File: src/hw/rtl/afs_pkg.sv
// ----------------------------------------------------------------------------
// afs_pkg
// Types, codes and constants shared by the actuator fail-safe supervisor.
// ----------------------------------------------------------------------------
package afs_pkg;

   localparam int unsigned CNT_W    = 16;
   localparam int unsigned PULSE_W  = 12;
   localparam int unsigned NUM_CH   = 4;
   localparam int unsigned CH_W     = 4;
   localparam int unsigned REQ_W    = 3;
   localparam int unsigned REPLY_W  = 3;
   localparam int unsigned PREQ_W   = 16;
   localparam int unsigned CSR_AW   = 5;
   localparam int unsigned CSR_DW   = 32;

   localparam logic [CNT_W-1:0]   CNT_MAX          = '1;
   localparam logic [CNT_W-1:0]   LINK_TIMEOUT_RST = 16'd1500;
   localparam logic [CNT_W-1:0]   HB_TIMEOUT_RST   = 16'd3000;
   localparam logic               LINK_CHECK_RST   = 1'b1;
   localparam logic [PULSE_W-1:0] SAFE_PULSE_RST   = 12'd500;

   localparam logic [PREQ_W-1:0]  PRESET_LOW_US    = 16'd500;
   localparam logic [PREQ_W-1:0]  PRESET_MID_US    = 16'd1500;
   localparam logic [PREQ_W-1:0]  PRESET_HIGH_US   = 16'd2500;

   localparam logic [CH_W-1:0]    CH_FIRST         = 4'd1;
   localparam logic [CH_W-1:0]    CH_LAST          = 4'd4;

   typedef enum logic [REQ_W-1:0] {
      REQ_TICK      = 3'd0,
      REQ_PING      = 3'd1,
      REQ_ABORT     = 3'd2,
      REQ_RESET     = 3'd3,
      REQ_MOVE      = 3'd4,
      REQ_STATUS    = 3'd5,
      REQ_SOLENOID  = 3'd6,
      REQ_HEARTBEAT = 3'd7
   } req_kind_type;

   typedef enum logic [REPLY_W-1:0] {
      REPLY_SILENT      = 3'd0,
      REPLY_OK          = 3'd1,
      REPLY_REFUSED     = 3'd2,
      REPLY_BAD_SERVO   = 3'd3,
      REPLY_NO_SOLENOID = 3'd4,
      REPLY_UNKNOWN     = 3'd5
   } reply_type;

   typedef enum logic [2:0] {
      CSR_LINK_TIMEOUT = 3'd0,
      CSR_HB_TIMEOUT   = 3'd1,
      CSR_LINK_CHECK   = 3'd2,
      CSR_SAFE_CH1     = 3'd3,
      CSR_SAFE_CH2     = 3'd4,
      CSR_SAFE_CH3     = 3'd5,
      CSR_SAFE_CH4     = 3'd6
   } csr_idx_type;

   typedef struct packed {
      logic [CNT_W-1:0]                link_timeout;
      logic [CNT_W-1:0]                hb_timeout;
      logic                            link_check_en;
      logic [NUM_CH-1:0][PULSE_W-1:0]  safe_pulse;
   } cfg_type;

   typedef struct packed {
      logic [REQ_W-1:0]  req_type;
      logic              is_unknown;
      logic [CH_W-1:0]   servo_channel;
      logic [PREQ_W-1:0] servo_pulse_req;
   } item_type;

   typedef struct packed {
      logic [REPLY_W-1:0]              reply_code;
      logic [NUM_CH-1:0][PULSE_W-1:0]  pulse;
      logic                            failsafe_active;
      logic                            can_fault_flag;
      logic                            link_loss_event;
      logic                            heartbeat_lost_event;
      logic                            heartbeat_back_event;
   } result_type;

endpackage

File: src/hw/rtl/afs_csr.sv
// ----------------------------------------------------------------------------
// afs_csr
// Configuration register file behind an APB-style write/read port.
// ----------------------------------------------------------------------------
module afs_csr
   import afs_pkg::*;
(
   input  logic              clock,
   input  logic              reset,
   input  logic              csr_psel,
   input  logic              csr_penable,
   input  logic              csr_pwrite,
   input  logic [CSR_AW-1:0] csr_paddr,
   input  logic [CSR_DW-1:0] csr_pwdata,
   output logic [CSR_DW-1:0] csr_prdata,
   output logic              csr_pready,
   output cfg_type           cfg
);

   cfg_type     cfg_ff;
   cfg_type     cfg_in;
   csr_idx_type idx;
   logic        wr_en;

   assign idx        = csr_idx_type'(csr_paddr[CSR_AW-1:2]);
   assign wr_en      = csr_psel & csr_penable & csr_pwrite;
   assign csr_pready = 1'b1;
   assign cfg        = cfg_ff;

   always_comb begin
      cfg_in = cfg_ff;
      if (wr_en) begin
         case (idx)
            CSR_LINK_TIMEOUT: cfg_in.link_timeout  = csr_pwdata[CNT_W-1:0];
            CSR_HB_TIMEOUT:   cfg_in.hb_timeout    = csr_pwdata[CNT_W-1:0];
            CSR_LINK_CHECK:   cfg_in.link_check_en = csr_pwdata[0];
            CSR_SAFE_CH1:     cfg_in.safe_pulse[0] = csr_pwdata[PULSE_W-1:0];
            CSR_SAFE_CH2:     cfg_in.safe_pulse[1] = csr_pwdata[PULSE_W-1:0];
            CSR_SAFE_CH3:     cfg_in.safe_pulse[2] = csr_pwdata[PULSE_W-1:0];
            CSR_SAFE_CH4:     cfg_in.safe_pulse[3] = csr_pwdata[PULSE_W-1:0];
            default:          cfg_in = cfg_ff;
         endcase
      end
   end

   always_comb begin
      case (idx)
         CSR_LINK_TIMEOUT: csr_prdata = CSR_DW'(cfg_ff.link_timeout);
         CSR_HB_TIMEOUT:   csr_prdata = CSR_DW'(cfg_ff.hb_timeout);
         CSR_LINK_CHECK:   csr_prdata = CSR_DW'(cfg_ff.link_check_en);
         CSR_SAFE_CH1:     csr_prdata = CSR_DW'(cfg_ff.safe_pulse[0]);
         CSR_SAFE_CH2:     csr_prdata = CSR_DW'(cfg_ff.safe_pulse[1]);
         CSR_SAFE_CH3:     csr_prdata = CSR_DW'(cfg_ff.safe_pulse[2]);
         CSR_SAFE_CH4:     csr_prdata = CSR_DW'(cfg_ff.safe_pulse[3]);
         default:          csr_prdata = '0;
      endcase
   end

   always_ff @(posedge clock) begin
      if (reset) begin
         cfg_ff.link_timeout  <= LINK_TIMEOUT_RST;
         cfg_ff.hb_timeout    <= HB_TIMEOUT_RST;
         cfg_ff.link_check_en <= LINK_CHECK_RST;
         cfg_ff.safe_pulse    <= {NUM_CH{SAFE_PULSE_RST}};
      end else begin
         cfg_ff <= cfg_in;
      end
   end

endmodule

File: config.mk
export PLATFORM = sky130hd
export DESIGN_NAME = afs_csr
export DESIGN_NICKNAME = d
export VERILOG_FILES = /design/src/hw/rtl/afs_pkg.sv /design/src/hw/rtl/afs_csr.sv
export SDC_FILE = /design/constraint.sdc
export NUM_CORES = 1
export LEC_CHECK = 0
export BUFFER_PORTS_ARGS = -buffer_cell sky130_fd_sc_hd__buf_2
export CELL_PAD_IN_SITES_DETAIL_PLACEMENT = 2
export CELL_PAD_IN_SITES_GLOBAL_PLACEMENT = 2
export CORE_MARGIN = 1
export CORE_UTILIZATION = 31
export CTS_BUF_LIST = sky130_fd_sc_hd__clkbuf_2
export CTS_CLUSTER_DIAMETER = 80
export DETAILED_ROUTE_END_ITERATION = 12
export PLACE_DENSITY_LB_ADDON = 0.1
export SYNTH_ARGS = -nofsm -noshare
export SYNTH_HDL_FRONTEND = slang
export SYNTH_SLANG_ARGS = --single-unit
export TNS_END_PERCENT = 100
File: constraint.sdc
create_clock -name clock -period 3.3 [get_ports clock]
set_clock_uncertainty 0.15 [all_clocks]
set_input_delay 0.165 -clock clock [delete_from_list [all_inputs] [get_ports clock]]
set_output_delay 0.165 -clock clock [all_outputs]
set_load 0.01 [all_outputs]
# Yosys cells after proc, flatten, opt, wreduce, memory -nomap -nowiden
# Cells that the tools add are included.
# op_classes
eq_ne	6
muxes	1
bitwise_logic	2
n_reduce_logical	8
# op_table
op	count
case mux 16 bit (7 select lines)	1
AND reduction 2 bit	7
== test 3 bit, second input constant	3
== test 3 x 2 -> 1 bit, second input constant	2
== test 3 x 1 -> 1 bit, second input constant	1
logical NOT 3 bit	1
bitwise AND 1 bit	2
# word_totals
register_bits	81
inputBits	42
out_inout_bits	114
word_cells	24

# Longest topological paths before layout
# logic_depth
ltp_word	3
mapped_depth	6
ltp_nobuf	3

# Worst setup path after synthesis
# No wires, ideal clock.
# synth_path
path_type	input to output
start	input port csr_paddr[3]
end	output port csr_prdata[10]
t_arrival_ns	1.164
required_ns	2.985
setup_slack_ns	1.821
cell_stages	5
n_path_buf	2
path_cell_list	buf_2 -> buf_4 -> mux2_1 -> a221oi_1 -> a21oi_1
# synth_via
elab_chain_len	2
elab_cells_between_ends	8
cone_classes	6 x eq/ne; 1 x mux; 1 x reduce/logical
# synth_lines
item	line_no	rtl
start: declaration	afs_csr.sv:13	input logic [CSR_AW-1:0] csr_paddr,
== test 3 bit, or another cell as far along	afs_csr.sv:47	case (idx)
case mux 16 bit (7 select lines) *	afs_csr.sv:47	
end: declaration	afs_csr.sv:15	output logic [CSR_DW-1:0] csr_prdata,
# Every way passes the cells marked *; elsewhere a longest branch is shown, timed or not.

# Worst setup path in the final report
# layout_path
start	input port csr_paddr[2]
end	output port csr_prdata[9]
# The elaborated chain is that of the path after synthesis.

==> out/metrics.cfg <==
[finish]
fin_util_pct=39.5
seqCellArea_mm2=0.00162
final_nets=592
design_area_mm2=0.00483
largest_reg_flops=81
layoutNonFillerInstCount=722
diodes=0
multi_input_area_mm2=0.00206
layout-drive-gt1-share_pct=26.7
fillers=1399
syn2layout_area_growth_pct=22.7

[worst_setup_path]
worstSetupEndpointType=primary output
crit_path_max_fanout=25
startpoint_type=primary input
worstPathArrival_ns=1.86
critPathKind=in2out
cp.required_ns=2.98

[placed_design]
place_worst_setup_slack_ns=0.847
place_congestion=0.739
io_buffers=120
post_dp_cell_area_mm2=0.00457
dp_hpwl_um=9770
place_inst=691

[global_routing]
grtUsageTotal_pct=21.9
grt_max_degree=44
first_global_vias=3855
antenna_found_initial=0
grt_first_pass_wirelength_um=21500
grt-ovfl-total=0

[sta]
fin_crit_ns=2.18
holdWs_ns=0.0598
finalSetupViolCount=0
fin_ws_ns=1.12
hold_violations=0
min_period_over_period_pct=66.0
rsz0062_at_grt=no
slew_headroom_pct=37.6
drv_slew=0
tightest_slew_ns=0.933
finalSetupTns_ns=0
max_freq_ghz=0.459

[die]
io_pins=156
die_h_um=115
core_mm2=0.0122
die_x_um=115
start_util_pct=32.2
fp-row-count=40
dieArea_mm2=0.0132

[clock_tree]
cts_inserted_buffers=9
cts_tree=yes
clk_pin_slew_worst_paths_ns=0.21
cts_sinks=81
htreeDepth=3
cts_max_path_buffers=2
post-cts-setup-buffers=0
clkLatencyLatePin_ns=0.53
cts_root_buf=clkbuf_2

[synth]
ys_ff_latch=81
synth_flop_cell=dfxtp_1
synth_cells=430
ys_seq_area_share_pct=41.2
synth-edff-count=0
yosys_warnings=0
syn_area_per_cell_um2=9.16
async_flop_share_pct=0
syn-cell-area_mm2=0.00394
ys_types=40

[drt]
wl_um=14000
wl_per_cell_um=19.4
postRouteAntennaNets=0
drt_first_pass_iters=4
via_per_inst=5.02
num_vias=3623
drt_iter0_markers=101
drc=0

[power]
cellPowerDensity_mw_per_mm2=356
leakagePower_nw=2.25
power.switching_mw=0.494
ir_worst_vdd_mv=0.131
p_comb_share_pct=12.6
sequentialPowerShare_pct=57.7
power_mw=1.72
pwr-share-clk_pct=29.6
sw_frac_of_total_pct=28.7
p_int_mw=1.23

[outcome]
outcome=complete, no violations

[worst_hold_path]
min_path_type=in2reg

[run]
cap_violations=0

## critical path: stages
cell     delay (ns)
buf_2          0.42
buf_4          0.40
nor2b_1        0.15
a22o_1         0.25
a221o_1        0.33
buf_2          0.14
## synthesized netlist by cell type, types with 5 or more instances
cell type	number	share of area (%)
a21oi_1	21	2.7
a221oi_1	7	1.6
buf_2	16	2.0
buf_4	20	3.8
clkbuf_1	14	1.3
dfxtp_1	81	41
mux2i_1	72	18
nand2_1	5	0.48
nand2b_1	26	4.1
nand3_1	18	2.3
nor2_1	56	5.3
nor2b_1	15	2.4
o21ai_0	9	1.1
o21ai_1	22	2.8
## kinds of logic (layout without fill, tap and decap cells)
logic type	after synthesis	in the layout	synth area share, %
DFF	81	81	41.2
muxes	77	77	20.0
AOI/OAI and AO/OA	83	83	13.3
and+or+nand+nor	132	132	17.3
buffers and inverters	55	164	8.04
other	2	17	0.191
## power by group through the flow
stage               Sequential (mW)  Combinational (mW)  Clock [mW]
finish                        0.994               0.218       0.510
global route                  0.996               0.237       0.576
CTS                           0.994               0.220       0.531
detailed placement             1.01               0.204           0
global placement               1.01               0.200           0
floorplan                      1.01               0.138           0
## placed cells by master, fill, tap and decap left out, types with 4 or more instances in the layout
cell type and count:
buf_2 120, nand2b_1 26, nor2_1 56, nor2b_1 15, buf_4 10, conb_1 17
o21ai_1 22, a211oi_1 4, a21oi_1 21, a22oi_1 4, clkinv_1 4, nand2_1 5
o21ai_0 9, nand3_1 18, dlygate4sd3_1 16, a221oi_1 7, dfxtp_1 81, clkbuf_2 9
mux2i_1 72
## timing repair
action,in CTS,in global routing
resized for setup,0,0
hold buffers,16,0
endpoints found under the setup margin,0,0
hold endpoints to repair,81,0
## metal layers
layer  routed length (um)  track usage, %  share of wire, %  up-vias
met4                  193            7.36               1.4        0
met2                 7050            38.7                50       81
met5                    0               0                 0        -
met3                  478            3.23               3.4       15
li1                     -               -                 -     1707
met1                 6260            27.3                45     1820
## cell type report
type,instances,area share [%]
Multi-Input combinational cell,309,42.6
Tap cell,168,4.35
Sequential cell,81,33.6
Inverter,3,0.233
Timing Repair Buffer,146,17.3
Clock inverter,6,1.04
Clock buffer,9,0.933
## path summary, 6_finish.rpt
| check | from | to | slack [ns] | cells after the start |
|---|---|---|---|---|
| min reg2reg | cfg[46]$_SDFFE_PP0P_ | cfg[46]$_SDFFE_PP0P_ | 0.36 | 2 |
| max reg2reg | cfg[9]$_SDFFE_PP0P_ | cfg[9]$_SDFFE_PP0P_ | 2.31 | 3 |
| min | reset | cfg[61]$_SDFFE_PP0P_ | 0.06 | 2 |
| max | csr_paddr[2] | csr_prdata[9] | 1.12 | 6 |
Note: power is estimated with default switching activity, not from simulation.
