### src/hw/rtl/afs_pkg.sv
// ----------------------------------------------------------------------------
// afs_pkg
// Types, codes and constants shared by the actuator fail-safe supervisor.
// ----------------------------------------------------------------------------
package afs_pkg;

   localparam int unsigned CNT_W    = 16;
   localparam int unsigned PULSE_W  = 12;
   localparam int unsigned NUM_CH   = 4;
   localparam int unsigned CH_W     = 4;
   localparam int unsigned REQ_W    = 3;
   localparam int unsigned REPLY_W  = 3;
   localparam int unsigned PREQ_W   = 16;
   localparam int unsigned CSR_AW   = 5;
   localparam int unsigned CSR_DW   = 32;

   localparam logic [CNT_W-1:0]   CNT_MAX          = '1;
   localparam logic [CNT_W-1:0]   LINK_TIMEOUT_RST = 16'd1500;
   localparam logic [CNT_W-1:0]   HB_TIMEOUT_RST   = 16'd3000;
   localparam logic               LINK_CHECK_RST   = 1'b1;
   localparam logic [PULSE_W-1:0] SAFE_PULSE_RST   = 12'd500;

   localparam logic [PREQ_W-1:0]  PRESET_LOW_US    = 16'd500;
   localparam logic [PREQ_W-1:0]  PRESET_MID_US    = 16'd1500;
   localparam logic [PREQ_W-1:0]  PRESET_HIGH_US   = 16'd2500;

   localparam logic [CH_W-1:0]    CH_FIRST         = 4'd1;
   localparam logic [CH_W-1:0]    CH_LAST          = 4'd4;

   typedef enum logic [REQ_W-1:0] {
      REQ_TICK      = 3'd0,
      REQ_PING      = 3'd1,
      REQ_ABORT     = 3'd2,
      REQ_RESET     = 3'd3,
      REQ_MOVE      = 3'd4,
      REQ_STATUS    = 3'd5,
      REQ_SOLENOID  = 3'd6,
      REQ_HEARTBEAT = 3'd7
   } req_kind_type;

   typedef enum logic [REPLY_W-1:0] {
      REPLY_SILENT      = 3'd0,
      REPLY_OK          = 3'd1,
      REPLY_REFUSED     = 3'd2,
      REPLY_BAD_SERVO   = 3'd3,
      REPLY_NO_SOLENOID = 3'd4,
      REPLY_UNKNOWN     = 3'd5
   } reply_type;

   typedef enum logic [2:0] {
      CSR_LINK_TIMEOUT = 3'd0,
      CSR_HB_TIMEOUT   = 3'd1,
      CSR_LINK_CHECK   = 3'd2,
      CSR_SAFE_CH1     = 3'd3,
      CSR_SAFE_CH2     = 3'd4,
      CSR_SAFE_CH3     = 3'd5,
      CSR_SAFE_CH4     = 3'd6
   } csr_idx_type;

   typedef struct packed {
      logic [CNT_W-1:0]                link_timeout;
      logic [CNT_W-1:0]                hb_timeout;
      logic                            link_check_en;
      logic [NUM_CH-1:0][PULSE_W-1:0]  safe_pulse;
   } cfg_type;

   typedef struct packed {
      logic [REQ_W-1:0]  req_type;
      logic              is_unknown;
      logic [CH_W-1:0]   servo_channel;
      logic [PREQ_W-1:0] servo_pulse_req;
   } item_type;

   typedef struct packed {
      logic [REPLY_W-1:0]              reply_code;
      logic [NUM_CH-1:0][PULSE_W-1:0]  pulse;
      logic                            failsafe_active;
      logic                            can_fault_flag;
      logic                            link_loss_event;
      logic                            heartbeat_lost_event;
      logic                            heartbeat_back_event;
   } result_type;

endpackage

### src/hw/rtl/afs_core.sv
// ----------------------------------------------------------------------------
// afs_core
// Supervisor state and the single-pass update for one word.
// ----------------------------------------------------------------------------
module afs_core
   import afs_pkg::*;
(
   input  logic       clock,
   input  logic       reset,
   input  logic       step,
   input  item_type   item,
   input  cfg_type    cfg,
   output result_type result
);

   logic [CNT_W-1:0]               link_cnt_ff, link_cnt_in;
   logic [CNT_W-1:0]               hb_cnt_ff, hb_cnt_in;
   logic                           latched_ff, latched_in;
   logic                           fault_ff, fault_in;
   logic [NUM_CH-1:0][PULSE_W-1:0] pulse_ff, pulse_in;
   reply_type                      reply;
   logic                           link_ev;
   logic                           lost_ev;
   logic                           back_ev;
   req_kind_type                   kind;
   logic                           chan_ok;
   logic                           preset_ok;
   logic [CH_W-1:0]                chan_off;

   assign kind      = req_kind_type'(item.req_type);
   assign chan_ok   = item.servo_channel inside {[CH_FIRST:CH_LAST]};
   assign preset_ok = item.servo_pulse_req inside
                      {PRESET_LOW_US, PRESET_MID_US, PRESET_HIGH_US};
   assign chan_off  = item.servo_channel - CH_FIRST;

   always_comb begin
      link_cnt_in = link_cnt_ff;
      hb_cnt_in   = hb_cnt_ff;
      latched_in  = latched_ff;
      fault_in    = fault_ff;
      pulse_in    = pulse_ff;
      reply       = REPLY_SILENT;
      link_ev     = 1'b0;
      lost_ev     = 1'b0;
      back_ev     = 1'b0;

      if (item.is_unknown) begin
         link_cnt_in = '0;
         reply       = REPLY_UNKNOWN;
      end else begin
         case (kind)
            REQ_TICK: begin
               link_cnt_in = (link_cnt_ff == CNT_MAX) ? link_cnt_ff
                                                      : link_cnt_ff + 1'b1;
               hb_cnt_in   = (hb_cnt_ff == CNT_MAX) ? hb_cnt_ff
                                                    : hb_cnt_ff + 1'b1;
            end
            REQ_HEARTBEAT: begin
               hb_cnt_in = '0;
               if (fault_ff) begin
                  fault_in = 1'b0;
                  back_ev  = 1'b1;
               end
            end
            default: begin
               link_cnt_in = '0;
               case (kind)
                  REQ_PING: reply = REPLY_SILENT;
                  REQ_ABORT: begin
                     pulse_in   = cfg.safe_pulse;
                     latched_in = 1'b1;
                     reply      = REPLY_OK;
                  end
                  REQ_RESET: begin
                     latched_in = 1'b0;
                     reply      = REPLY_OK;
                  end
                  REQ_MOVE: begin
                     if (latched_ff) begin
                        reply = REPLY_REFUSED;
                     end else if (chan_ok && preset_ok) begin
                        pulse_in[chan_off[1:0]] = item.servo_pulse_req[PULSE_W-1:0];
                        reply = REPLY_OK;
                     end else begin
                        reply = REPLY_BAD_SERVO;
                     end
                  end
                  REQ_STATUS: reply = REPLY_OK;
                  default:    reply = REPLY_NO_SOLENOID;
               endcase
            end
         endcase
      end

      if (cfg.link_check_en && !latched_in && (link_cnt_in > cfg.link_timeout)) begin
         pulse_in   = cfg.safe_pulse;
         latched_in = 1'b1;
         link_ev    = 1'b1;
      end
      if (!fault_in && (hb_cnt_in > cfg.hb_timeout)) begin
         fault_in = 1'b1;
         lost_ev  = 1'b1;
      end
   end

   always_comb begin
      result.reply_code           = reply;
      result.pulse                = pulse_in;
      result.failsafe_active      = latched_in;
      result.can_fault_flag       = fault_in;
      result.link_loss_event      = link_ev;
      result.heartbeat_lost_event = lost_ev;
      result.heartbeat_back_event = back_ev;
   end

   always_ff @(posedge clock) begin
      if (reset) begin
         link_cnt_ff <= '0;
         hb_cnt_ff   <= '0;
         latched_ff  <= 1'b1;
         fault_ff    <= 1'b1;
         pulse_ff    <= {NUM_CH{SAFE_PULSE_RST}};
      end else if (step) begin
         link_cnt_ff <= link_cnt_in;
         hb_cnt_ff   <= hb_cnt_in;
         latched_ff  <= latched_in;
         fault_ff    <= fault_in;
         pulse_ff    <= pulse_in;
      end
   end

endmodule

### config.mk
export PLATFORM = sky130hd
export DESIGN_NAME = afs_core
export DESIGN_NICKNAME = d
export VERILOG_FILES = /design/src/hw/rtl/afs_pkg.sv /design/src/hw/rtl/afs_core.sv
export SDC_FILE = /design/constraint.sdc
export NUM_CORES = 1
export LEC_CHECK = 0
export BUFFER_PORTS_ARGS = -buffer_cell sky130_fd_sc_hd__buf_4
export CORE_MARGIN = 2
export CORE_UTILIZATION = 49
export DETAILED_ROUTE_END_ITERATION = 6
export MAX_ROUTING_LAYER = met4
export PLACE_DENSITY = 0.78
export RECOVER_POWER = 100
export SKIP_LAST_GASP = 1
export SLEW_MARGIN = 15
export SYNTH_ARGS = -nofsm -noshare
export SYNTH_HDL_FRONTEND = slang
export SYNTH_SLANG_ARGS = --single-unit
### constraint.sdc
create_clock -name clock -period 3.61 [get_ports clock]
set_input_delay 0 -clock clock [delete_from_list [all_inputs] [get_ports clock]]
set_output_delay 0 -clock clock [all_outputs]
set_load 0.01 [all_outputs]
* Word-level counts from Yosys, hierarchy flattened *
Cells that the tools add are included.

word-level totals
  register bits after elaboration = 82
  input port bits = 108
  output and inout bits = 56
  word-level logic and storage cells = 72

cells by class
  $add $sub $neg = 3
  magnitude comparators = 6
  equal/unequal tests = 11
  multiplexer cells = 32
  reductions and logical operators = 12

operators by type and width
  operator                 number
  $mux W48                 5
  $pmux W48 S2             1
  $mux W16                 4
  $pmux W16 S2             2
  $bwmux W48               1
  $add A16 B1 Y16 const B  2
  $eq A16 B16 Y1 const B   2
  $gt A16 B16 Y1           2
  $demux W12 S2            1
  $eq A16 B11 Y1 const B   1
  $eq A16 B12 Y1 const B   1
  $eq A16 B9 Y1 const B    1
  $mux W12                 1
  $mux W1                  11
  $eq A3 B3 Y1 const B     3
  $pmux W3 S3              1
  $eq A3 B2 Y1 const B     2
  $logic_and A1 B1 Y1      6
  $mux W3                  2
  $ge A4 B1 Y1 const B     1
  $le A4 B3 Y1 const B     1
  $mux W2                  2
  $eq A3 B1 Y1 const B     1
  $logic_not A3 Y1         1
  other kinds (8)          9

* Logic depth before layout (Yosys ltp) *
  depth in word-level cells = 12
  gate-level depth with buffers = 19
  depth with buffers taken out = 15

* Least setup slack after synthesis *
No wires, ideal clock.

  path kind = register to register
  start = reg link_cnt_ff[1]
  end = reg pulse_ff[9] (netlist name)
  library setup time = 0.059 ns
  data arrival time = 3.635 ns
  data required time = 3.551 ns
  path slack = -0.083 ns
  stages on the path, launching flop included = 18
  buffers on the path = 3
  clock period less this slack = 3.693 ns
  path through = dfxtp_1 > ha_1 > nand4_1 > or4_1 > clkbuf_1 > and2_1 > a21oi_1 > o21ai_0 > o31ai_1 > ha_1 > nand2_1 > o21a_1 > o221a_2 > a211o_1 > buf_2 > a21oi_1 > clkbuf_1 > a22o_1

between the ends
  word-level cells in the longest chain between the ends = 7
  elaborated cells on any way between the ends = 8
  classes of those cells = add/sub: 1; order compare: 1; eq/ne: 1; mux: 4; reduce/logical: 1

RTL lines
  what                                                      line                            text
  start, declared                                           afs_core.sv:16                  logic [CNT_W-1:0] link_cnt_ff, link_cnt_in;
  start signal, assigned                                    afs_core.sv:124                 link_cnt_ff <= link_cnt_in;
  $add A16 B1 Y16 / $eq A16 B16 Y1 (equally long branches)  afs_core.sv:54, afs_core.sv:53
  $mux W16 (*)                                              afs_core.sv:53                  link_cnt_in = (link_cnt_ff == CNT_MAX) ? link_cnt_ff
  $pmux W16 S2 (*)                                          afs_core.sv:51                  case (kind)
  $mux W16 (*)                                              afs_core.sv:47                  if (item.is_unknown) begin
  via link_cnt_in[10]                                       afs_core.sv:16
  $gt A16 B16 Y1 (*)                                        afs_core.sv:95                  if (cfg.link_check_en && !latched_in && (link_cnt_in > cfg.link_timeout)) begin
  $logic_and A1 B1 Y1 (*)                                   afs_core.sv:95
  $mux W48 (*)                                              afs_core.sv:95
  end signal, assigned                                      afs_core.sv:122                 pulse_ff <= {NUM_CH{SAFE_PULSE_RST}};
  end signal, assigned                                      afs_core.sv:128                 pulse_ff <= pulse_in;
  end, declared                                             afs_core.sv:20                  logic [NUM_CH-1:0][PULSE_W-1:0] pulse_ff, pulse_in;

The timed path passes the listed nets; every way through them passes the cells marked *.
A chain may end at the register's enable or synchronous reset.

==> metrics.txt <==
share of layout cells above drive strength 1 0.325; Post-Route WL 25200 um; setup ws final -0.472 ns; data arrival time of the worst path 4.08 ns; Synth-to-Final Area Change 50.4%; status finished, violations left; IO Pins 164; yosys warns 0; Achievable Freq 245 MHz; Worst Path Max Fanout 15; Pins Over Slew Limit 0; WS Path Type reg2out; RSZ-0062 raised after global routing yes; Yosys reg bits 82; clk root buf clkbuf_16; fin crit period 4.08 ns; 1st-iter DRT viols 795; type of the worst min-delay path in2reg; number of distinct library cells after synthesis 77; worst skew pair latency 0.35 ns; clk_skew 0.00686 ns; cts bufs inserted 9; post-synthesis async set-or-reset flop share 0; drt pass-1 iters 6; largest net degree at the start of global routing 57; Clock Pin Slew Worst Setup and Hold Paths 0.06 ns; final net count 1249; final setup vio count 98; DRC violations left 0; CORE AREA 12800 um2; hpwl dp 15000 um; end of the worst register-to-register path pulse_ff[7]; reg2reg path depth 18; failing checks setup timing; Leak 0.00412 uW; maximum clock path buffer count 2; CTS tree built; Syn Area/Cell 7.63 um2; Gate Count Post-Synth 848; RD Place Congestion 0.922; Ant. Diodes 0; Die Area 14100 um2; clk sink count 82; reg2reg setup slack -0.35 ns; Buffers on Ports 163; PwrDens 240 nW/um2; crit path from link_cnt_ff[0]; first-pass GRT wire length 39200 um; Routed Antenna Nets 0; cell area after synthesis 6470 um2; H-tree depth 3; GRT overflow 0; Critical R2R Launch link_cnt_ff[0]; routed vias 8217; Post-Syn Nets 990; DR vias/cell 6.40; CP endpoint result[6]; worst slew pin tran 0.882 ns; Peak VDD IR 0.309 mV; setup_tns -30.94 ns; Die Y-Extent 119 um; WP data required 3.61 ns; vias in the first global route 8001; Worst setup EP type output pin; Final period util 1.13; std cell rows 41; Top FF cell, synth dfxtp_1; average wire per standard cell 19.7 um; initial antenna violation count 0; Initial Util 0.507; Hold Vio Cnt, Final 0; GRT Overall Usage 0.346; die width 119 um; max_slew headroom 0.407; MaxCap Viol Count 0; Seq/Total Area, Yosys 0.254; startpoint types flop; fin util 0.762; number of synthesized flops with an enable pin 0
==> sequential cells by signal (all words and copies together), names as in the netlist <==
| register | cells |
|---|---|
| pulse_ff | 48 |
| hb_cnt_ff | 16 |
| link_cnt_ff | 16 |
| fault_ff | 1 |
| latched_ff | 1 |
==> cell type report <==
class | instances | area (um2)
flip-flops and latches | 82 | 1650
clock inverters | 5 | 40.0
inverters | 55 | 211
repair buffers | 319 | 2760
multi-input cells | 640 | 4630
well taps | 172 | 215
clock buffers | 11 | 233
fillers | 883 | 3040
==> where the power goes <==
group | internal [uW] | total [uW] | switching, uW | leakage (uW)
combinational | 259 | 525 | 266 | 0.00333
clock | 471 | 878 | 408 | 0.000122
sequential | 920 | 931 | 11.6 | 0.000667
total | 1650 | 2330 | 685 | 0.00412
==> per-layer routing <==
metal | vias up | wire [um] | global-route usage
met5 | - | 0 | -
li1 | 3756 | - | -
met1 | 3881 | 9540 | 0.390
met3 | 101 | 1860 | 0.0556
met4 | 0 | 1130 | 0.168
met2 | 479 | 12700 | 0.596
==> placed cells by master, fill, tap and decap left out, types with 19 or more instances in the layout <==
cell type	netlist	final
buf_4	6	234
dfxtp_1	82	76
nand2_1	78	74
nor2_1	61	58
inv_1	55	54
dlygate4sd3_1	0	46
a21oi_1	47	42
o21ai_0	44	35
ha_1	34	32
nand3_1	29	28
o22a_1	25	25
buf_6	1	24
nand4_1	21	21
a22o_1	21	21
nor3_1	22	19
==> worst max-delay path: stages (launching register included) <==
cell and delay (ns):
dfxtp_2 0.36, ha_4 0.14, nand4_1 0.14, or4_4 0.58
buf_6 0.14, nand4_1 0.13, buf_4 0.13, a21o_1 0.11
nand2_1 0.06, o31ai_2 0.06, ha_2 0.20, a21oi_1 0.07
o21a_1 0.19, o221a_4 0.27, a211o_4 0.36, buf_8 0.15
buf_12 0.15, and2_4 0.14, a22o_1 0.19, buf_4 0.15
==> worst min-delay path by stage <==
stage / start / to / slack, ns / depth (start not counted)
CTS: cfg[16] / pulse_ff[16] / 0.02 / 3
global placement: cfg[25] / pulse_ff[25] / 0.21 / 2
detailed placement: cfg[24] / pulse_ff[24] / 0.22 / 2
floorplan: cfg[12] / pulse_ff[12] / 0.12 / 1
finish: cfg[16] / pulse_ff[16] / 0.05 / 3
global route: cfg[16] / pulse_ff[16] / 0.05 / 3
==> kinds of logic after synthesis <==
family,synth area share
flip-flops,0.254
adder cells (fa/ha/maj),0.0657
buffers and inverters,0.0796
AND/OR/NAND/NOR,0.232
AO/OA/AOI/OAI,0.344
XOR/XNOR,0.0149
multiplexers,0.0102
==> cells in the mapped netlist, types with 4 or more instances <==
library cell	number	area, um2
or3_1	9	56.3
a22o_1	21	184
buf_2	10	50.1
o2111ai_1	7	61.3
nand4_1	21	131
a221o_1	6	60.1
nor2b_1	5	31.3
mux2_2	5	56.3
and2_1	11	68.8
o311a_1	4	40.0
nand3_1	29	145
o21a_1	5	37.5
o221ai_1	12	105
xor2_1	7	61.3
o22a_1	25	219
o31ai_1	5	37.5
a211oi_1	7	52.6
ha_1	34	425
o2bb2ai_1	14	123
o21ai_0	44	220
a21o_1	4	30.0
nor2_1	61	229
nor4_2	4	50.1
a21oi_1	47	235
dfxtp_1	82	1640
clkbuf_1	51	191
nor4_1	6	37.5
nor3_1	22	110
or4_1	6	45.0
xnor2_1	4	35.0
o32a_1	8	80.1
a22oi_1	15	113
and3_1	10	62.6
o211ai_1	7	52.6
a31o_2	8	70.1
o22ai_1	11	68.8
buf_4	6	45.0
inv_1	55	206
a31oi_1	17	106
and4_1	9	78.8
nand2_1	78	293
nand2b_1	6	37.5
==> metrics by stage <==
| stage | hold WS, ns | instance area (um2) | setup slack [ns] | power [uW] | instances |
|---|---|---|---|---|---|
| final | 0.0534 | 9740 | -0.472 | 2330 | 1284 |
| after detailed placement | 0.217 | 8210 | -0.249 | 1370 | 1187 |
| after CTS | 0.0241 | 9610 | -0.311 | 2310 | 1282 |
| after global routing | 0.0476 | 9740 | -0.649 | 2410 | 1284 |
| after floorplan | 0.117 | 6480 | -0.0439 | 1160 | 848 |
| after global placement | 0.211 | 8210 | -0.159 | 1370 | 1187 |
==> timing repair <==
item,4_1_cts,5_1_grt
gates resized for setup,89,21
gates cloned,4,1
hold buffers,46,0
setup endpoints to repair,95,102
setup buffers,31,7
pin swaps,34,16
hold endpoints to repair,46,0
Power figures use the tool's default switching activity.
